==> src/hw/rtl/grc_pkg.sv <==
// shared types, constants and tables of the grid ray caster
package grc_pkg;

    // map and stepping
    localparam int MAP_SIDE     = 16;
    localparam int MAX_STEPS    = 16;
    localparam int ANGLE_BITS   = 12;
    localparam int CELL_UNITS   = 64;
    localparam int CELL_BITS    = $clog2(CELL_UNITS);
    localparam int QSHIFT       = 8;
    localparam int MAP_BITS     = $clog2(MAP_SIDE);
    localparam int MAP_DEPTH    = MAP_SIDE * MAP_SIDE;
    localparam int MAP_AW       = 2 * MAP_BITS;
    localparam int CELL_SHIFT   = QSHIFT + CELL_BITS;
    localparam int LIM_BIT      = CELL_SHIFT + MAP_BITS;
    localparam int COORD_W      = MAP_BITS + CELL_BITS;
    localparam int DX_W         = COORD_W + 1;
    localparam int STEP_W       = $clog2(MAX_STEPS + 1);

    // cordic
    localparam int CORDIC_STEPS = 14;
    localparam int CSTEP_W      = $clog2(CORDIC_STEPS);
    localparam int CORD_W       = 23;
    localparam int Z_W          = 17;
    localparam int TRIG_W       = 22;
    localparam int CORDIC_ONE   = 1 << 20;

    // datapath widths
    localparam int POS_IN_W     = 10;
    localparam int MUL_A_W      = 20;
    localparam int PROD_W       = MUL_A_W + TRIG_W;
    localparam int POS_W        = 44;
    localparam int SQ_W         = 2 * COORD_W + 2;
    localparam int RT_W         = SQ_W / 2;
    localparam int CFG_W        = 10;
    localparam int STEP_Q       = CELL_UNITS << QSHIFT;

    // register map
    localparam logic REG_PROJ  = 1'b0;
    localparam logic REG_PLANE = 1'b1;
    localparam logic [CFG_W-1:0] PROJ_RESET  = 10'd255;
    localparam logic [CFG_W-1:0] PLANE_RESET = 10'd200;

    // item actions
    localparam logic ACT_WRITE = 1'b0;
    localparam logic ACT_CAST  = 1'b1;

    typedef struct packed {
        logic        action;
        logic [3:0]  cell_x;
        logic [3:0]  cell_y;
        logic        cell_wall;
        logic [9:0]  pos_x;
        logic [9:0]  pos_y;
        logic [11:0] ray_angle;
    } t_in_item;

    typedef struct packed {
        logic               hit_found;
        logic               hit_vertical;
        logic signed [15:0] hit_x;
        logic signed [15:0] hit_y;
        logic [15:0]        distance;
        logic [9:0]         line_height;
    } t_out_item;

    typedef struct packed {
        logic                     start;
        logic signed [PROD_W-1:0] num;
        logic signed [TRIG_W-1:0] den;
    } t_div_req;

    typedef struct packed {
        logic                     done;
        logic signed [PROD_W-1:0] quo;
    } t_div_rsp;

    typedef enum logic [4:0] {
        S_IDLE,
        S_CORD,
        S_DIR,
        S_SEL,
        S_PSET,
        S_MUL1,
        S_DIV1,
        S_MUL2,
        S_DIV2,
        S_MCHK,
        S_MRD,
        S_SQ1,
        S_SQ2,
        S_PEND,
        S_CMP,
        S_SQRT,
        S_HGT,
        S_OUT
    } t_state;

    // arctangent of 2^-i, 65536 per turn
    function automatic logic signed [Z_W-1:0] atan_q16(input logic [CSTEP_W-1:0] i);
        logic signed [Z_W-1:0] v;
        case (i)
            4'd0:    v = 17'sd8192;
            4'd1:    v = 17'sd4836;
            4'd2:    v = 17'sd2555;
            4'd3:    v = 17'sd1297;
            4'd4:    v = 17'sd651;
            4'd5:    v = 17'sd326;
            4'd6:    v = 17'sd163;
            4'd7:    v = 17'sd81;
            4'd8:    v = 17'sd41;
            4'd9:    v = 17'sd20;
            4'd10:   v = 17'sd10;
            4'd11:   v = 17'sd5;
            4'd12:   v = 17'sd3;
            4'd13:   v = 17'sd1;
            default: v = 17'sd0;
        endcase
        return v;
    endfunction

endpackage

==> src/hw/rtl/grc_ram.sv <==
// generic single-port ram with registered read
module grc_ram #(
    parameter int WIDTH = 1,
    parameter int DEPTH = 256
) (
    input  logic                     i_clk,
    input  logic                     i_we,
    input  logic [$clog2(DEPTH)-1:0] i_addr,
    input  logic [WIDTH-1:0]         i_wdata,
    output logic [WIDTH-1:0]         o_rdata
);
    logic [WIDTH-1:0] r_mem [DEPTH];

    always_ff @(posedge i_clk) begin
        if (i_we) begin
            r_mem[i_addr] <= i_wdata;
        end
        o_rdata <= r_mem[i_addr];
    end
endmodule

==> src/hw/rtl/grc_div.sv <==
// shared restoring divider, signed, truncating, one quotient bit per cycle
module grc_div (
    input  logic              i_clk,
    input  logic              i_rst_n,
    input  grc_pkg::t_div_req i_req,
    output grc_pkg::t_div_rsp o_rsp
);
    localparam int MAG_W = grc_pkg::PROD_W - 1;
    localparam int DM_W  = grc_pkg::TRIG_W - 1;
    localparam int CNT_W = $clog2(MAG_W);

    logic [MAG_W-1:0] r_dq;
    logic [DM_W:0]    r_rem;
    logic [DM_W-1:0]  r_dm;
    logic             r_neg;
    logic [CNT_W-1:0] r_cnt;
    logic             r_busy;
    logic             r_done;

    logic signed [grc_pkg::PROD_W-1:0] num_abs;
    logic signed [grc_pkg::TRIG_W-1:0] den_abs;
    logic [DM_W:0]   sh;
    logic [DM_W+1:0] diff;
    logic            ge;

    always_comb begin
        num_abs = i_req.num[grc_pkg::PROD_W-1] ? -i_req.num : i_req.num;
        den_abs = i_req.den[grc_pkg::TRIG_W-1] ? -i_req.den : i_req.den;
        sh      = {r_rem[DM_W-1:0], r_dq[MAG_W-1]};
        diff    = {1'b0, sh} - {2'b00, r_dm};
        ge      = ~diff[DM_W+1];
    end

    always_ff @(posedge i_clk) begin
        if (!i_rst_n) begin
            r_busy <= 1'b0;
            r_done <= 1'b0;
            r_cnt  <= '0;
        end else begin
            r_done <= 1'b0;
            if (i_req.start) begin
                r_busy <= 1'b1;
                r_cnt  <= CNT_W'(MAG_W - 1);
            end else if (r_busy) begin
                r_cnt <= r_cnt - 1'b1;
                if (r_cnt == '0) begin
                    r_busy <= 1'b0;
                    r_done <= 1'b1;
                end
            end
        end
    end

    always_ff @(posedge i_clk) begin
        if (i_req.start) begin
            r_dq  <= num_abs[MAG_W-1:0];
            r_dm  <= den_abs[DM_W-1:0];
            r_rem <= '0;
            r_neg <= i_req.num[grc_pkg::PROD_W-1] ^ i_req.den[grc_pkg::TRIG_W-1];
        end else if (r_busy) begin
            r_rem <= ge ? diff[DM_W:0] : sh;
            r_dq  <= {r_dq[MAG_W-2:0], ge};
        end
    end

    assign o_rsp.done = r_done;
    assign o_rsp.quo  = r_neg ? -$signed({1'b0, r_dq}) : $signed({1'b0, r_dq});
endmodule

==> src/hw/rtl/grid_ray_caster.sv <==
// grid ray caster top level: map store, cordic, grid stepping, distance and height
// a map write is stored as it is taken; a cast runs the cordic and setup, then per pass
//   two divisions plus the stepping and hit distance, then the square root and one
//   division for the line height
// throughput: one cast at a time; the result sits in an output register, so the next
//   item is taken while it waits
// reset: control state clears at once, then a sweep clears every wall map cell, no item taken
module grid_ray_caster (
    input  logic                 i_clk,
    input  logic                 i_rst_n,
    input  logic                 i_valid,
    output logic                 o_ready,
    input  grc_pkg::t_in_item    i_in,
    output logic                 o_valid,
    input  logic                 i_ready,
    output grc_pkg::t_out_item   o_out,
    input  logic                 psel,
    input  logic                 penable,
    input  logic                 pwrite,
    input  logic [2:0]           paddr,
    input  logic [31:0]          pwdata,
    output logic [31:0]          prdata,
    output logic                 pready
);
    localparam int PW  = grc_pkg::POS_W;
    localparam int AW  = grc_pkg::MUL_A_W;
    localparam int TW  = grc_pkg::TRIG_W;
    localparam int CW  = grc_pkg::CORD_W;
    localparam int SW  = grc_pkg::SQ_W;
    localparam int QS  = grc_pkg::QSHIFT;
    localparam int DW  = grc_pkg::DX_W;

    // configuration registers
    logic [grc_pkg::CFG_W-1:0] r_proj;
    logic [grc_pkg::CFG_W-1:0] r_plane;

    // sequencer
    grc_pkg::t_state r_state;
    grc_pkg::t_state n_state;

    // map clearing sweep
    logic                       r_clr_busy;
    logic [grc_pkg::MAP_AW-1:0] r_clr_addr;

    // item registers
    logic [grc_pkg::POS_IN_W-1:0] r_px;
    logic [grc_pkg::POS_IN_W-1:0] r_py;

    // cordic
    logic signed [CW-1:0]            r_cx;
    logic signed [CW-1:0]            r_cy;
    logic signed [grc_pkg::Z_W-1:0]  r_z;
    logic [1:0]                      r_quad;
    logic                            r_rem0;
    logic [grc_pkg::CSTEP_W-1:0]     r_cnt;
    logic signed [TW-1:0]            r_c;
    logic signed [TW-1:0]            r_s;

    // pass state: major axis is the one whose grid lines are crossed
    logic                            r_pv;
    logic signed [PW-1:0]            r_maj;
    logic signed [PW-1:0]            r_min;
    logic signed [PW-1:0]            r_smaj;
    logic signed [PW-1:0]            r_smin;
    logic signed [AW-1:0]            r_diff;
    logic [grc_pkg::STEP_W-1:0]      r_k;
    logic signed [grc_pkg::PROD_W-1:0] r_prod;
    logic                            r_go;
    logic                            n_go;

    // hits
    logic [grc_pkg::COORD_W-1:0] r_tx, r_ty;
    logic [SW-1:0]               r_acc;
    logic                        r_hf, r_vf;
    logic [grc_pkg::COORD_W-1:0] r_hx, r_hy, r_vx, r_vy;
    logic [SW-1:0]               r_dh, r_dv;
    logic                        r_usev;
    logic                        r_found;

    // root and height
    logic [SW-1:0]               r_sv, r_sr, r_sbit;
    logic [grc_pkg::CFG_W-1:0]   r_lh;

    // output register
    logic                  r_ovalid;
    grc_pkg::t_out_item    r_out;

    // shared units
    grc_pkg::t_div_req div_req;
    grc_pkg::t_div_rsp div_rsp;
    logic signed [AW-1:0]              mul_a;
    logic signed [TW-1:0]              mul_b;
    logic signed [grc_pkg::PROD_W-1:0] prod;

    // map port
    logic                       ram_we;
    logic [grc_pkg::MAP_AW-1:0] ram_addr;
    logic                       ram_wdata;
    logic                       ram_rdata;

    // combinational helpers
    logic                  in_acc;
    logic                  cfg_wr;
    logic signed [CW-1:0]  cx_sh, cy_sh;
    logic signed [TW-1:0]  cm, sm;
    logic signed [TW-1:0]  cb, den;
    logic                  sdir;
    logic [grc_pkg::POS_IN_W-1:0] pb, po;
    logic signed [AW-1:0]  rmaj, qmaj;
    logic signed [PW-1:0]  cur_x, cur_y;
    logic                  inb;
    logic                  last_step;
    logic [SW-1:0]         sq_t, n_sv, n_sr;
    logic                  sq_ge;
    logic signed [DW-1:0]  dx, dy;
    logic [15:0]           a16;
    logic                  cell_ok;
    logic [SW-1:0]         dsq;

    assign in_acc = i_valid & o_ready;
    assign cfg_wr = psel & penable & pwrite;
    assign pready = 1'b1;

    // register read
    always_comb begin
        case (paddr[2])
            grc_pkg::REG_PROJ:  prdata = 32'(r_proj);
            grc_pkg::REG_PLANE: prdata = 32'(r_plane);
            default:            prdata = '0;
        endcase
    end

    always_ff @(posedge i_clk) begin
        if (!i_rst_n) begin
            r_proj  <= grc_pkg::PROJ_RESET;
            r_plane <= grc_pkg::PLANE_RESET;
        end else if (cfg_wr) begin
            case (paddr[2])
                grc_pkg::REG_PROJ:  r_proj  <= pwdata[grc_pkg::CFG_W-1:0];
                grc_pkg::REG_PLANE: r_plane <= pwdata[grc_pkg::CFG_W-1:0];
                default: ;
            endcase
        end
    end

    // cordic micro-rotation, angle as 16 bits per turn
    always_comb begin
        a16   = 16'(i_in.ray_angle[grc_pkg::ANGLE_BITS-1:0]) << (16 - grc_pkg::ANGLE_BITS);
        cx_sh = r_cy >>> r_cnt;
        cy_sh = r_cx >>> r_cnt;
        cm    = r_cx[CW-1] ? TW'(-r_cx) : TW'(r_cx);
        sm    = r_cy[CW-1] ? TW'(-r_cy) : TW'(r_cy);
        if (cm == '0) cm = TW'(1);
        if (sm == '0) sm = TW'(1);
        if (r_rem0) begin
            cm = TW'(grc_pkg::CORDIC_ONE);
            sm = '0;
        end
    end

    // pass geometry: first grid line crossed along the major axis
    always_comb begin
        cb    = r_pv ? r_s : r_c;
        den   = r_pv ? r_c : r_s;
        sdir  = den[TW-1];
        pb    = r_pv ? r_px : r_py;
        po    = r_pv ? r_py : r_px;
        qmaj  = AW'(pb) << QS;
        if (sdir) begin
            rmaj = (AW'(pb[grc_pkg::POS_IN_W-1:grc_pkg::CELL_BITS]) << grc_pkg::CELL_SHIFT)
                   - AW'(1);
        end else begin
            rmaj = (AW'(pb[grc_pkg::POS_IN_W-1:grc_pkg::CELL_BITS]) + AW'(1))
                   << grc_pkg::CELL_SHIFT;
        end
        cur_x     = r_pv ? r_maj : r_min;
        cur_y     = r_pv ? r_min : r_maj;
        inb       = (cur_x[PW-1:grc_pkg::LIM_BIT] == '0) && (cur_y[PW-1:grc_pkg::LIM_BIT] == '0);
        last_step = (r_k == grc_pkg::STEP_W'(grc_pkg::MAX_STEPS - 1));
        dx        = DW'(r_tx) - DW'(r_px);
        dy        = DW'(r_ty) - DW'(r_py);
        dsq       = r_acc + prod[SW-1:0];
        // one bit of the square root per cycle
        sq_t      = r_sr + r_sbit;
        sq_ge     = (r_sv >= sq_t);
        n_sv      = sq_ge ? r_sv - sq_t : r_sv;
        n_sr      = sq_ge ? (r_sr >> 1) + r_sbit : r_sr >> 1;
        cell_ok   = (32'(i_in.cell_x) < 32'(grc_pkg::MAP_SIDE)) &&
                    (32'(i_in.cell_y) < 32'(grc_pkg::MAP_SIDE));
    end

    // next state
    always_comb begin
        n_state = r_state;
        case (r_state)
            grc_pkg::S_IDLE: begin
                if (in_acc && i_in.action == grc_pkg::ACT_CAST) n_state = grc_pkg::S_CORD;
            end
            grc_pkg::S_CORD: begin
                if (r_cnt == grc_pkg::CSTEP_W'(grc_pkg::CORDIC_STEPS - 1)) begin
                    n_state = grc_pkg::S_DIR;
                end
            end
            grc_pkg::S_DIR:  n_state = grc_pkg::S_SEL;
            grc_pkg::S_SEL: begin
                if (r_s != '0 || r_c != '0) n_state = grc_pkg::S_PSET;
                else                        n_state = grc_pkg::S_CMP;
            end
            grc_pkg::S_PSET: n_state = grc_pkg::S_MUL1;
            grc_pkg::S_MUL1: n_state = grc_pkg::S_DIV1;
            grc_pkg::S_DIV1: if (div_rsp.done) n_state = grc_pkg::S_MUL2;
            grc_pkg::S_MUL2: n_state = grc_pkg::S_DIV2;
            grc_pkg::S_DIV2: if (div_rsp.done) n_state = grc_pkg::S_MCHK;
            grc_pkg::S_MCHK: begin
                if (inb)            n_state = grc_pkg::S_MRD;
                else if (last_step) n_state = grc_pkg::S_PEND;
            end
            grc_pkg::S_MRD: begin
                if (ram_rdata)      n_state = grc_pkg::S_SQ1;
                else if (last_step) n_state = grc_pkg::S_PEND;
                else                n_state = grc_pkg::S_MCHK;
            end
            grc_pkg::S_SQ1:  n_state = grc_pkg::S_SQ2;
            grc_pkg::S_SQ2:  n_state = grc_pkg::S_PEND;
            grc_pkg::S_PEND: begin
                if (!r_pv && r_c != '0) n_state = grc_pkg::S_PSET;
                else                    n_state = grc_pkg::S_CMP;
            end
            grc_pkg::S_CMP: begin
                if (r_hf || r_vf) n_state = grc_pkg::S_SQRT;
                else              n_state = grc_pkg::S_OUT;
            end
            grc_pkg::S_SQRT: begin
                if (r_sbit == SW'(1)) begin
                    if (n_sr == '0) n_state = grc_pkg::S_OUT;
                    else            n_state = grc_pkg::S_HGT;
                end
            end
            grc_pkg::S_HGT:  if (div_rsp.done) n_state = grc_pkg::S_OUT;
            grc_pkg::S_OUT:  if (!r_ovalid || i_ready) n_state = grc_pkg::S_IDLE;
            default:         n_state = grc_pkg::S_IDLE;
        endcase
    end

    // control outputs and shared unit operands
    always_comb begin
        o_ready   = (r_state == grc_pkg::S_IDLE) && !r_clr_busy;
        ram_we    = 1'b0;
        ram_wdata = 1'b0;
        ram_addr  = {cur_y[grc_pkg::LIM_BIT-1:grc_pkg::CELL_SHIFT],
                     cur_x[grc_pkg::LIM_BIT-1:grc_pkg::CELL_SHIFT]};
        if (r_clr_busy) begin
            ram_we   = 1'b1;
            ram_addr = r_clr_addr;
        end else if (in_acc && i_in.action == grc_pkg::ACT_WRITE && cell_ok) begin
            ram_we    = 1'b1;
            ram_wdata = i_in.cell_wall;
            ram_addr  = {grc_pkg::MAP_BITS'(i_in.cell_y), grc_pkg::MAP_BITS'(i_in.cell_x)};
        end

        case (r_state)
            grc_pkg::S_MUL1: begin
                mul_a = r_diff;
                mul_b = cb;
            end
            grc_pkg::S_MUL2: begin
                mul_a = r_smaj[AW-1:0];
                mul_b = cb;
            end
            grc_pkg::S_SQ1: begin
                mul_a = AW'(dx);
                mul_b = TW'(dx);
            end
            grc_pkg::S_SQ2: begin
                mul_a = AW'(dy);
                mul_b = TW'(dy);
            end
            default: begin
                mul_a = '0;
                mul_b = '0;
            end
        endcase

        div_req.start = r_go;
        div_req.num   = r_prod;
        div_req.den   = (r_state == grc_pkg::S_HGT) ? TW'(r_sr[grc_pkg::RT_W-1:0]) : den;

        n_go = (n_state != r_state) &&
               (n_state == grc_pkg::S_DIV1 || n_state == grc_pkg::S_DIV2 ||
                n_state == grc_pkg::S_HGT);
    end

    assign prod = mul_a * mul_b;

    always_ff @(posedge i_clk) begin
        if (!i_rst_n) begin
            r_state    <= grc_pkg::S_IDLE;
            r_clr_busy <= 1'b1;
            r_clr_addr <= '0;
            r_ovalid   <= 1'b0;
            r_go       <= 1'b0;
        end else begin
            r_state <= n_state;
            r_go    <= n_go;
            if (r_clr_busy) begin
                r_clr_addr <= r_clr_addr + 1'b1;
                if (r_clr_addr == grc_pkg::MAP_AW'(grc_pkg::MAP_DEPTH - 1)) r_clr_busy <= 1'b0;
            end
            if (r_state == grc_pkg::S_OUT && (!r_ovalid || i_ready)) r_ovalid <= 1'b1;
            else if (i_ready)                                      r_ovalid <= 1'b0;
        end
    end

    // datapath
    always_ff @(posedge i_clk) begin
        case (r_state)
            grc_pkg::S_IDLE: begin
                r_px   <= i_in.pos_x;
                r_py   <= i_in.pos_y;
                r_cx   <= CW'(grc_pkg::CORDIC_ONE);
                r_cy   <= '0;
                r_z    <= grc_pkg::Z_W'(a16[13:0]);
                r_quad <= a16[15:14];
                r_rem0 <= (a16[13:0] == '0);
                r_cnt  <= '0;
                r_hf   <= 1'b0;
                r_vf   <= 1'b0;
                r_pv   <= 1'b0;
            end
            grc_pkg::S_CORD: begin
                r_cnt <= r_cnt + 1'b1;
                if (!r_z[grc_pkg::Z_W-1]) begin
                    r_cx <= r_cx - cx_sh;
                    r_cy <= r_cy + cy_sh;
                    r_z  <= r_z - grc_pkg::atan_q16(r_cnt);
                end else begin
                    r_cx <= r_cx + cx_sh;
                    r_cy <= r_cy - cy_sh;
                    r_z  <= r_z + grc_pkg::atan_q16(r_cnt);
                end
            end
            grc_pkg::S_DIR: begin
                // quadrant rotation of the first-quadrant magnitudes
                case (r_quad)
                    2'd0:    begin r_c <= cm;  r_s <= sm;  end
                    2'd1:    begin r_c <= -sm; r_s <= cm;  end
                    2'd2:    begin r_c <= -cm; r_s <= -sm; end
                    default: begin r_c <= sm;  r_s <= -cm; end
                endcase
            end
            grc_pkg::S_SEL: begin
                // ray along x has no horizontal crossings
                r_pv <= (r_s == '0);
            end
            grc_pkg::S_PSET: begin
                r_maj  <= PW'(rmaj);
                r_diff <= rmaj - qmaj;
                r_smaj <= sdir ? -PW'(grc_pkg::STEP_Q) : PW'(grc_pkg::STEP_Q);
                r_k    <= '0;
            end
            grc_pkg::S_MUL1: r_prod <= prod;
            grc_pkg::S_DIV1: if (div_rsp.done) r_min <= (PW'(po) <<< QS) + PW'(div_rsp.quo);
            grc_pkg::S_MUL2: r_prod <= prod;
            grc_pkg::S_DIV2: if (div_rsp.done) r_smin <= PW'(div_rsp.quo);
            grc_pkg::S_MCHK: begin
                if (!inb) begin
                    r_maj <= r_maj + r_smaj;
                    r_min <= r_min + r_smin;
                    r_k   <= r_k + 1'b1;
                end
            end
            grc_pkg::S_MRD: begin
                if (ram_rdata) begin
                    r_tx <= cur_x[grc_pkg::LIM_BIT-1:QS];
                    r_ty <= cur_y[grc_pkg::LIM_BIT-1:QS];
                end else begin
                    r_maj <= r_maj + r_smaj;
                    r_min <= r_min + r_smin;
                    r_k   <= r_k + 1'b1;
                end
            end
            grc_pkg::S_SQ1: r_acc <= prod[SW-1:0];
            grc_pkg::S_SQ2: begin
                if (r_pv) begin
                    r_vf <= 1'b1;
                    r_vx <= r_tx;
                    r_vy <= r_ty;
                    r_dv <= dsq;
                end else begin
                    r_hf <= 1'b1;
                    r_hx <= r_tx;
                    r_hy <= r_ty;
                    r_dh <= dsq;
                end
            end
            grc_pkg::S_PEND: r_pv <= 1'b1;
            grc_pkg::S_CMP: begin
                // tie keeps the horizontal hit
                r_found <= r_hf | r_vf;
                r_usev  <= r_vf && (!r_hf || r_dv < r_dh);
                r_sv    <= (r_vf && (!r_hf || r_dv < r_dh)) ? r_dv : r_dh;
                r_sr    <= '0;
                r_sbit  <= SW'(1) << (SW - 2);
                r_lh    <= '0;
            end
            grc_pkg::S_SQRT: begin
                r_sv   <= n_sv;
                r_sr   <= n_sr;
                r_sbit <= r_sbit >> 2;
                r_prod <= grc_pkg::PROD_W'(r_proj) << grc_pkg::CELL_BITS;
                // zero distance keeps the full plane height
                r_lh   <= r_plane;
            end
            grc_pkg::S_HGT: begin
                if (div_rsp.done) begin
                    if (div_rsp.quo > grc_pkg::PROD_W'(r_plane)) r_lh <= r_plane;
                    else r_lh <= div_rsp.quo[grc_pkg::CFG_W-1:0];
                end
            end
            grc_pkg::S_OUT: begin
                if (!r_ovalid || i_ready) begin
                    r_out.hit_found    <= r_found;
                    r_out.hit_vertical <= r_found & r_usev;
                    r_out.hit_x        <= !r_found ? '0 : r_usev ? 16'(r_vx) : 16'(r_hx);
                    r_out.hit_y        <= !r_found ? '0 : r_usev ? 16'(r_vy) : 16'(r_hy);
                    r_out.distance     <= r_found ? 16'(r_sr) : 16'hFFFF;
                    r_out.line_height  <= r_lh;
                end
            end
            default: ;
        endcase
    end

    assign o_valid = r_ovalid;
    assign o_out   = r_out;

    grc_div u_div (
        .i_clk   (i_clk),
        .i_rst_n (i_rst_n),
        .i_req   (div_req),
        .o_rsp   (div_rsp)
    );

    grc_ram #(
        .WIDTH (1),
        .DEPTH (grc_pkg::MAP_DEPTH)
    ) u_map (
        .i_clk   (i_clk),
        .i_we    (ram_we),
        .i_addr  (ram_addr),
        .i_wdata (ram_wdata),
        .o_rdata (ram_rdata)
    );

    // a finished result lands in the output register
    a_out_load: assert property (@(posedge i_clk) disable iff (!i_rst_n)
        (r_state == grc_pkg::S_OUT && n_state == grc_pkg::S_IDLE) |=> o_valid)
        else $error("result not registered");

    // divider answers only where the sequencer waits for it
    a_div_done: assert property (@(posedge i_clk) disable iff (!i_rst_n)
        div_rsp.done |-> (r_state == grc_pkg::S_DIV1 || r_state == grc_pkg::S_DIV2 ||
                          r_state == grc_pkg::S_HGT))
        else $error("divider done outside a wait state");

    // no item taken while the map is being cleared
    a_clr_block: assert property (@(posedge i_clk) disable iff (!i_rst_n)
        r_clr_busy |-> !o_ready)
        else $error("item taken during map clear");

    // stepping stays within the step limit
    a_step_lim: assert property (@(posedge i_clk) disable iff (!i_rst_n)
        (r_state == grc_pkg::S_MCHK || r_state == grc_pkg::S_MRD) |->
        (r_k < grc_pkg::STEP_W'(grc_pkg::MAX_STEPS)))
        else $error("step counter past limit");
endmodule

==> config.mk <==
export PLATFORM = sky130hd
export DESIGN_NAME = grid_ray_caster
export DESIGN_NICKNAME = d
export VERILOG_FILES = /design/src/hw/rtl/grc_pkg.sv /design/src/hw/rtl/grc_ram.sv /design/src/hw/rtl/grc_div.sv /design/src/hw/rtl/grid_ray_caster.sv
export SDC_FILE = /design/constraint.sdc
export NUM_CORES = 2
export LEC_CHECK = 0
export BUFFER_PORTS_ARGS = -buffer_cell sky130_fd_sc_hd__buf_2
export CORE_MARGIN = 2
export CORE_UTILIZATION = 40
export CTS_BUF_LIST = sky130_fd_sc_hd__clkbuf_4 sky130_fd_sc_hd__clkbuf_8
export DETAILED_ROUTE_END_ITERATION = 10
export GPL_TIMING_DRIVEN = 0
export SLEW_MARGIN = 10
export SYNTH_ARGS = -nofsm -noshare
export SYNTH_HDL_FRONTEND = slang
export SYNTH_SLANG_ARGS = --single-unit
export TNS_END_PERCENT = 10
==> constraint.sdc <==
create_clock -name i_clk -period 20.8 [get_ports i_clk]
set_clock_uncertainty 0.2 [all_clocks]
set_input_delay 5.2 -clock i_clk [delete_from_list [all_inputs] [get_ports i_clk]]
set_output_delay 5.2 -clock i_clk [all_outputs]
set_load 0.03 [all_outputs]
# Word level (Yosys, flattened, before mapping)
# Memories as Yosys holds them, arrays and structs flattened. A register that Yosys moved wholly into a read port is not among the register bits.
# Index checks and enable logic that the tools add are counted.
# W data, S select, Z words.
totals:
  reg_bits: 770
  memories: 3
  romBits: 448
  elab_cells: 297
  ramBits: 256
classes:
  eq_ne: 34
  shifts: 2
  magnitude_cmp: 3
  reduce_logical: 56
  mul: 1
  n_bitwise: 12
  mux: 100
  addsub: 30
memory_table:
  columns: ["memory", "depth", "width", "rd", "rd_ports_with_merged_regs", "write_ports", "line_no", "source"]
  rows:
  - ["u_map.r_mem", 256, 1, 1, 1, 1, "grc_ram.sv:12", "logic [WIDTH-1:0] r_mem [DEPTH];"]
  - ["(no name shown)", 16, 14, 1, 1, 0, "grc_pkg.sv:102", "case (i)"]
  - ["(no name shown)", 16, 14, 1, 1, 0, "grc_pkg.sv:102", null]
op_table:
  columns: ["cell", "n"]
  rows:
  - ["$mux W44", 8]
  - ["$mux W22", 12]
  - ["$pmux W44 S3", 2]
  - ["$pmux W22 S3", 3]
  - ["$pmux W22 S2", 3]
  - ["$mux W41", 3]
  - ["$pmux W23 S2", 2]
  - ["$pmux W5 S18", 1]
  - ["$logic_not A22 Y1", 4]
  - ["$neg A22 Y22", 4]
  - ["$mux W17", 5]
  - ["$pmux W42 S2", 1]
  - ["$pmux W20 S4", 1]
  - ["$pmux W32 S2", 1]
  - ["$mux W10", 6]
  - ["$mux W5", 12]
  - ["$logic_not A26 Y1", 2]
  - ["$eq A5 B4 Y1 const B", 10]
  - ["$add A23 B23 Y23", 2]
  - ["$mux W23", 2]
  - ["$sshr A23 B4 Y23", 2]
  - ["$sub A23 B23 Y23", 2]
  - ["$add A22 B22 Y22", 2]
  - ["$add A44 B42 Y44", 1]
  - ["other kinds (67)", 147]

# Longest topological paths before layout
logic_depth:
  word_depth: 11
  ltp_mapped: 46
  depth_no_buf: 43

# Cells and area by module
# Synthesis repeated with hierarchy kept, for this count alone.
hier_totals:
  cells_unflattened: 7948
  area_unflattened_um2: 77913.5
by_module_without_submodules:
  columns: ["mod", "n_inst", "cells_each", "area_per_inst_um2"]
  rows:
  - ["grid_ray_caster", 1, 6417, 60052.6]
  - ["grc_ram", 1, 748, 11006.8]
  - ["grc_div", 1, 783, 6854.1]

# Worst setup path after synthesis
# No wires, ideal clock.
synth_timing:
  path_type: "input -> output"
  from: "in paddr[2]"
  to: "out prdata[0]"
  arrival_ns: 5.978
  setup_slack_ns: 9.422
  stages: 2
  path_buffers: 1
  cell_sequence: "buf_1 > mux2_2"
synth_between:
  elab_chain_cells: 2
synth_rtl:
  columns: ["item", "line_no", "source"]
  rows:
  - ["start, declared", "grid_ray_caster.sv:20", "input logic [2:0] paddr,"]
  - ["$not A1 Y1 (no line)", null, null]
  - ["$pmux W32 S2 *", "grid_ray_caster.sv:126", "case (paddr[2])"]
  - ["end, declared", "grid_ray_caster.sv:22", "output logic [31:0] prdata,"]
# Every way passes the cells marked *; elsewhere a longest branch is shown, timed or not. The select of a mux whose other input is x is not followed.

# Worst setup path in the final report
layout_timing:
  from: "reg r_pv"
  to: "reg r_prod[40] (netlist name), data pin"
layout_between:
  elab_chain_cells: 4
layout_rtl:
  columns: ["item", "line_no", "source"]
  rows:
  - ["start, declared", "grid_ray_caster.sv:60", "logic r_pv;"]
  - ["start signal, assigned", "grid_ray_caster.sv:353", "r_pv <= (r_s == '0);"]
  - ["$mux W22", "grid_ray_caster.sv:163", "cb = r_pv ? r_s : r_c;"]
  - ["$pmux W22 S3", "grid_ray_caster.sv:261", "case (r_state)"]
  - ["$mul A20 B22 Y42", "grid_ray_caster.sv:293", "assign prod = mul_a * mul_b;"]
  - ["$pmux W42 S2", "grid_ray_caster.sv:316", "case (r_state)"]
  - ["end signal, assigned", "grid_ray_caster.sv:361", "grc_pkg::S_MUL1: r_prod <= prod;"]
  - ["end signal, assigned", "grid_ray_caster.sv:363", "grc_pkg::S_MUL2: r_prod <= prod;"]
  - ["end signal, assigned", "grid_ray_caster.sv:410", "r_prod <= grc_pkg::PROD_W'(r_proj) << grc_pkg::CELL_BITS;"]
  - ["end, declared", "grid_ray_caster.sv:67", "logic signed [grc_pkg::PROD_W-1:0] r_prod;"]
# No other way between the ends.
# A chain may end at the register's enable or synchronous reset.

==> impl_metrics.py <==
metrics = {
    "clock_network": {
        "hold_buffers": 0,
        "htreeDepth": 4,
        "post-cts-setup-buffer-count": 0,
        "cts-root-buf": "clkbuf_8",
        "cts_tree": "yes",
        "worstSkewPairLatency_ps": 960,
        "cts_buffers": 162,
        "cts.sinks": 954,
        "cts_resized": 0,
        "clk_pin_slew_ps": 60,
        "cts.path.max_buffers": 3,
    },
    "synth": {
        "synth_seq_cells": 954,
        "ys_async_sr_fraction": 0,
        "synthTopCellsByArea": "edfxtp_1 (34%), fa_1 (12%), ha_1 (6.8%)",
        "synth_area_mm2": 0.0783,
        "yosysTopAreaCell": "edfxtp_1",
        "synthCells": 8293,
        "yosysWarnings": 0,
        "synth.most_common_cell": "nor2_1",
        "yosysTopAreaCellShare": 0.335,
        "syn_avg_cell_area_um2": 9.44,
        "ys_types": 113,
        "synth_edf_count": 874,
        "synth_commonest_cells": "nor2_1 (1046), nand2_1 (1029), edfxtp_1 (874), inv_1 (799), fa_1 (468)",
        "synth_flop_cell": "edfxtp_1",
        "yosysSeqAreaShare": 0.356,
    },
    "drt": {
        "first_pass_iters": 6,
        "drc": 0,
        "drt-initial-drc-count": 5932,
        "wirelength_um": 268000,
        "viasPerCell": 5.63,
        "num_vias": 64100,
        "wire_per_inst_um": 23.5,
        "antenna_left": 0,
    },
    "min_path": {
        "hp-class": "reg2reg",
    },
    "die": {
        "rows": 162,
        "coreArea_mm2": 0.195,
        "io_pins": 179,
        "die_w_um": 446,
        "initial_core_util": 0.402,
        "fp.dieArea_mm2": 0.199,
        "die_y_um": 446,
    },
    "timing": {
        "setup_viol": 0,
        "rsz0062_at_grt": "no",
        "slew-limit-headroom": 0.0507,
        "slew_violations": 0,
        "tightest_slew_ps": 1410,
        "setup-tns-final_ps": 0,
        "fin_crit_sh": 0.635,
        "max_freq_mhz": 75.8,
        "hold_viol_final": 0,
        "min_period_ps": 13200,
    },
    "finish": {
        "final_nets": 9610,
        "layout-drive-gt1-share": 0.0836,
        "area_growth_syn_to_layout_pct": 9.95,
    },
    "power_and_ir_drop": {
        "p_leak_nw": 34.7,
        "total_power_mw": 4.16,
        "p_per_area_mw_per_mm2": 48.4,
        "vdd.ir_drop.worst_uv": 50.3,
    },
    "setup_path": {
        "cp-end-kind": "flop",
        "crit_top_cell": "fa_1",
        "cp.arrival_ps": 13630,
        "crit_type": "reg2reg",
        "crit_slowest_cell": "nor2_1",
        "cp_data_required_time_ps": 21230,
        "slowest_delay_ps": 850,
        "worstPathMaxFanout": 10,
        "cp_top_family": "adder cells",
        "path_buf_inv": 9,
        "worstSetupStartpointType": "flop",
    },
    "global_route": {
        "grt_max_degree": 88,
        "antenna_found_initial": 14,
        "overflow": 0,
        "grt_pass1_wl_um": 400000,
        "grt_usage": 0.266,
        "first_global_vias": 63900,
    },
    "job": {
        "maxCapViolations": 0,
    },
    "place": {
        "port-buffer-count": 119,
        "gp_congestion": 0.998,
        "dp_hpwl_um": 210000,
    },
    "status": {
        "status": "finished, final reports clean",
    },
}
state kept, by name, indices dropped and copies added (netlist names), 11 cells and up, named ones only:
register / flops
r_s: 22
r_cx: 23
u_div.r_dm: 21
r_acc: 22
r_dv: 22
r_z: 17
u_div.r_rem: 21
u_map.r_mem: 256
r_sr: 22
r_cy: 23
r_min: 44
o_out: 48
r_dh: 22
r_c: 22
r_sv: 22
r_prod: 42
u_div.r_dq: 41
r_maj: 31
r_smin: 42
r_diff: 13
r_sbit: 11
power by group:
group          switching, mW  internal (mW)
Sequential            0.0127           2.08
Combinational          0.183          0.103
Clock                  0.848          0.935
stage by stage:
| stage | utilization | cell area, µm² | hold WS [ps] | instances | setup WS, ps |
|---|---|---|---|---|---|
| finish | 0.442 | 86100 | 221 | 11400 | 7600 |
| CTS | 0.442 | 86100 | 220 | 11400 | 7700 |
| floorplan | - | 78400 | 200 | 8326 | 9420 |
| detailed placement | 0.425 | 82700 | 207 | 11100 | 7790 |
| global placement | 0.423 | 82300 | 209 | 11100 | 7390 |
| global route | 0.442 | 86100 | 229 | 11400 | 7120 |
cells by family (layout without fill, tap and decap cells):
| logic type | count (synthesis) | after routing | synth area share |
|---|---|---|---|
| and+or+nand+nor | 2948 | 2948 | 0.169 |
| xor gates and xnor gates | 500 | 500 | 0.0560 |
| buffers and inverters | 1245 | 1691 | 0.0627 |
| muxes | 264 | 264 | 0.0458 |
| AOI/OAI and AO/OA | 1488 | 1488 | 0.123 |
| DFF | 954 | 954 | 0.356 |
| adders and majority gates | 892 | 892 | 0.187 |
| other | 2 | 40 | 0.0000959 |
cells in the final DEF, fill, tap and decap left out, types with 134 or more instances in the layout:
cell type and count:
fa_1 468, edfxtp_1 874, clkbuf_1 328, mux2i_1 134
ha_1 424, a21oi_1 382, nand3_1 162, inv_1 797
buf_2 150, nor2_1 1044, o21ai_0 316, xnor2_1 281
nand2_1 1028, clkbuf_8 171, xor2_1 218
path summary, 6_finish.rpt:
| check | slack (ps) | cells after the start | start | endpoint |
|---|---|---|---|---|
| max | 7600 | 33 | r_pv | r_prod[40] |
| min | 220 | 0 | r_lh[3] | o_out[3] |
| max reg2reg | 7600 | 33 | r_pv | r_prod[40] |
| min reg2reg | 220 | 0 | r_lh[3] | o_out[3] |
layout make-up:
type / count / area (µm²)
diodes: 5 / 12.5
plain buffers: 440 / 1890
clock buffers: 221 / 2730
clock inverters: 81 / 598
fillers: 19000 / 109000
inverters: 805 / 3020
multi-input cells: 6127 / 45700
flip-flops and latches: 954 / 27800
well taps: 2624 / 3280
repair buffers: 144 / 970
per-layer routing:
layer,wire length (µm),vias up,global-route usage
met5,59,-,0
met4,15800,8,0.140
met3,17800,636,0.0401
met2,125000,2531,0.439
met1,109000,31700,0.337
li1,-,29300,-
No activity file was read; power rests on OpenSTA's default activity.
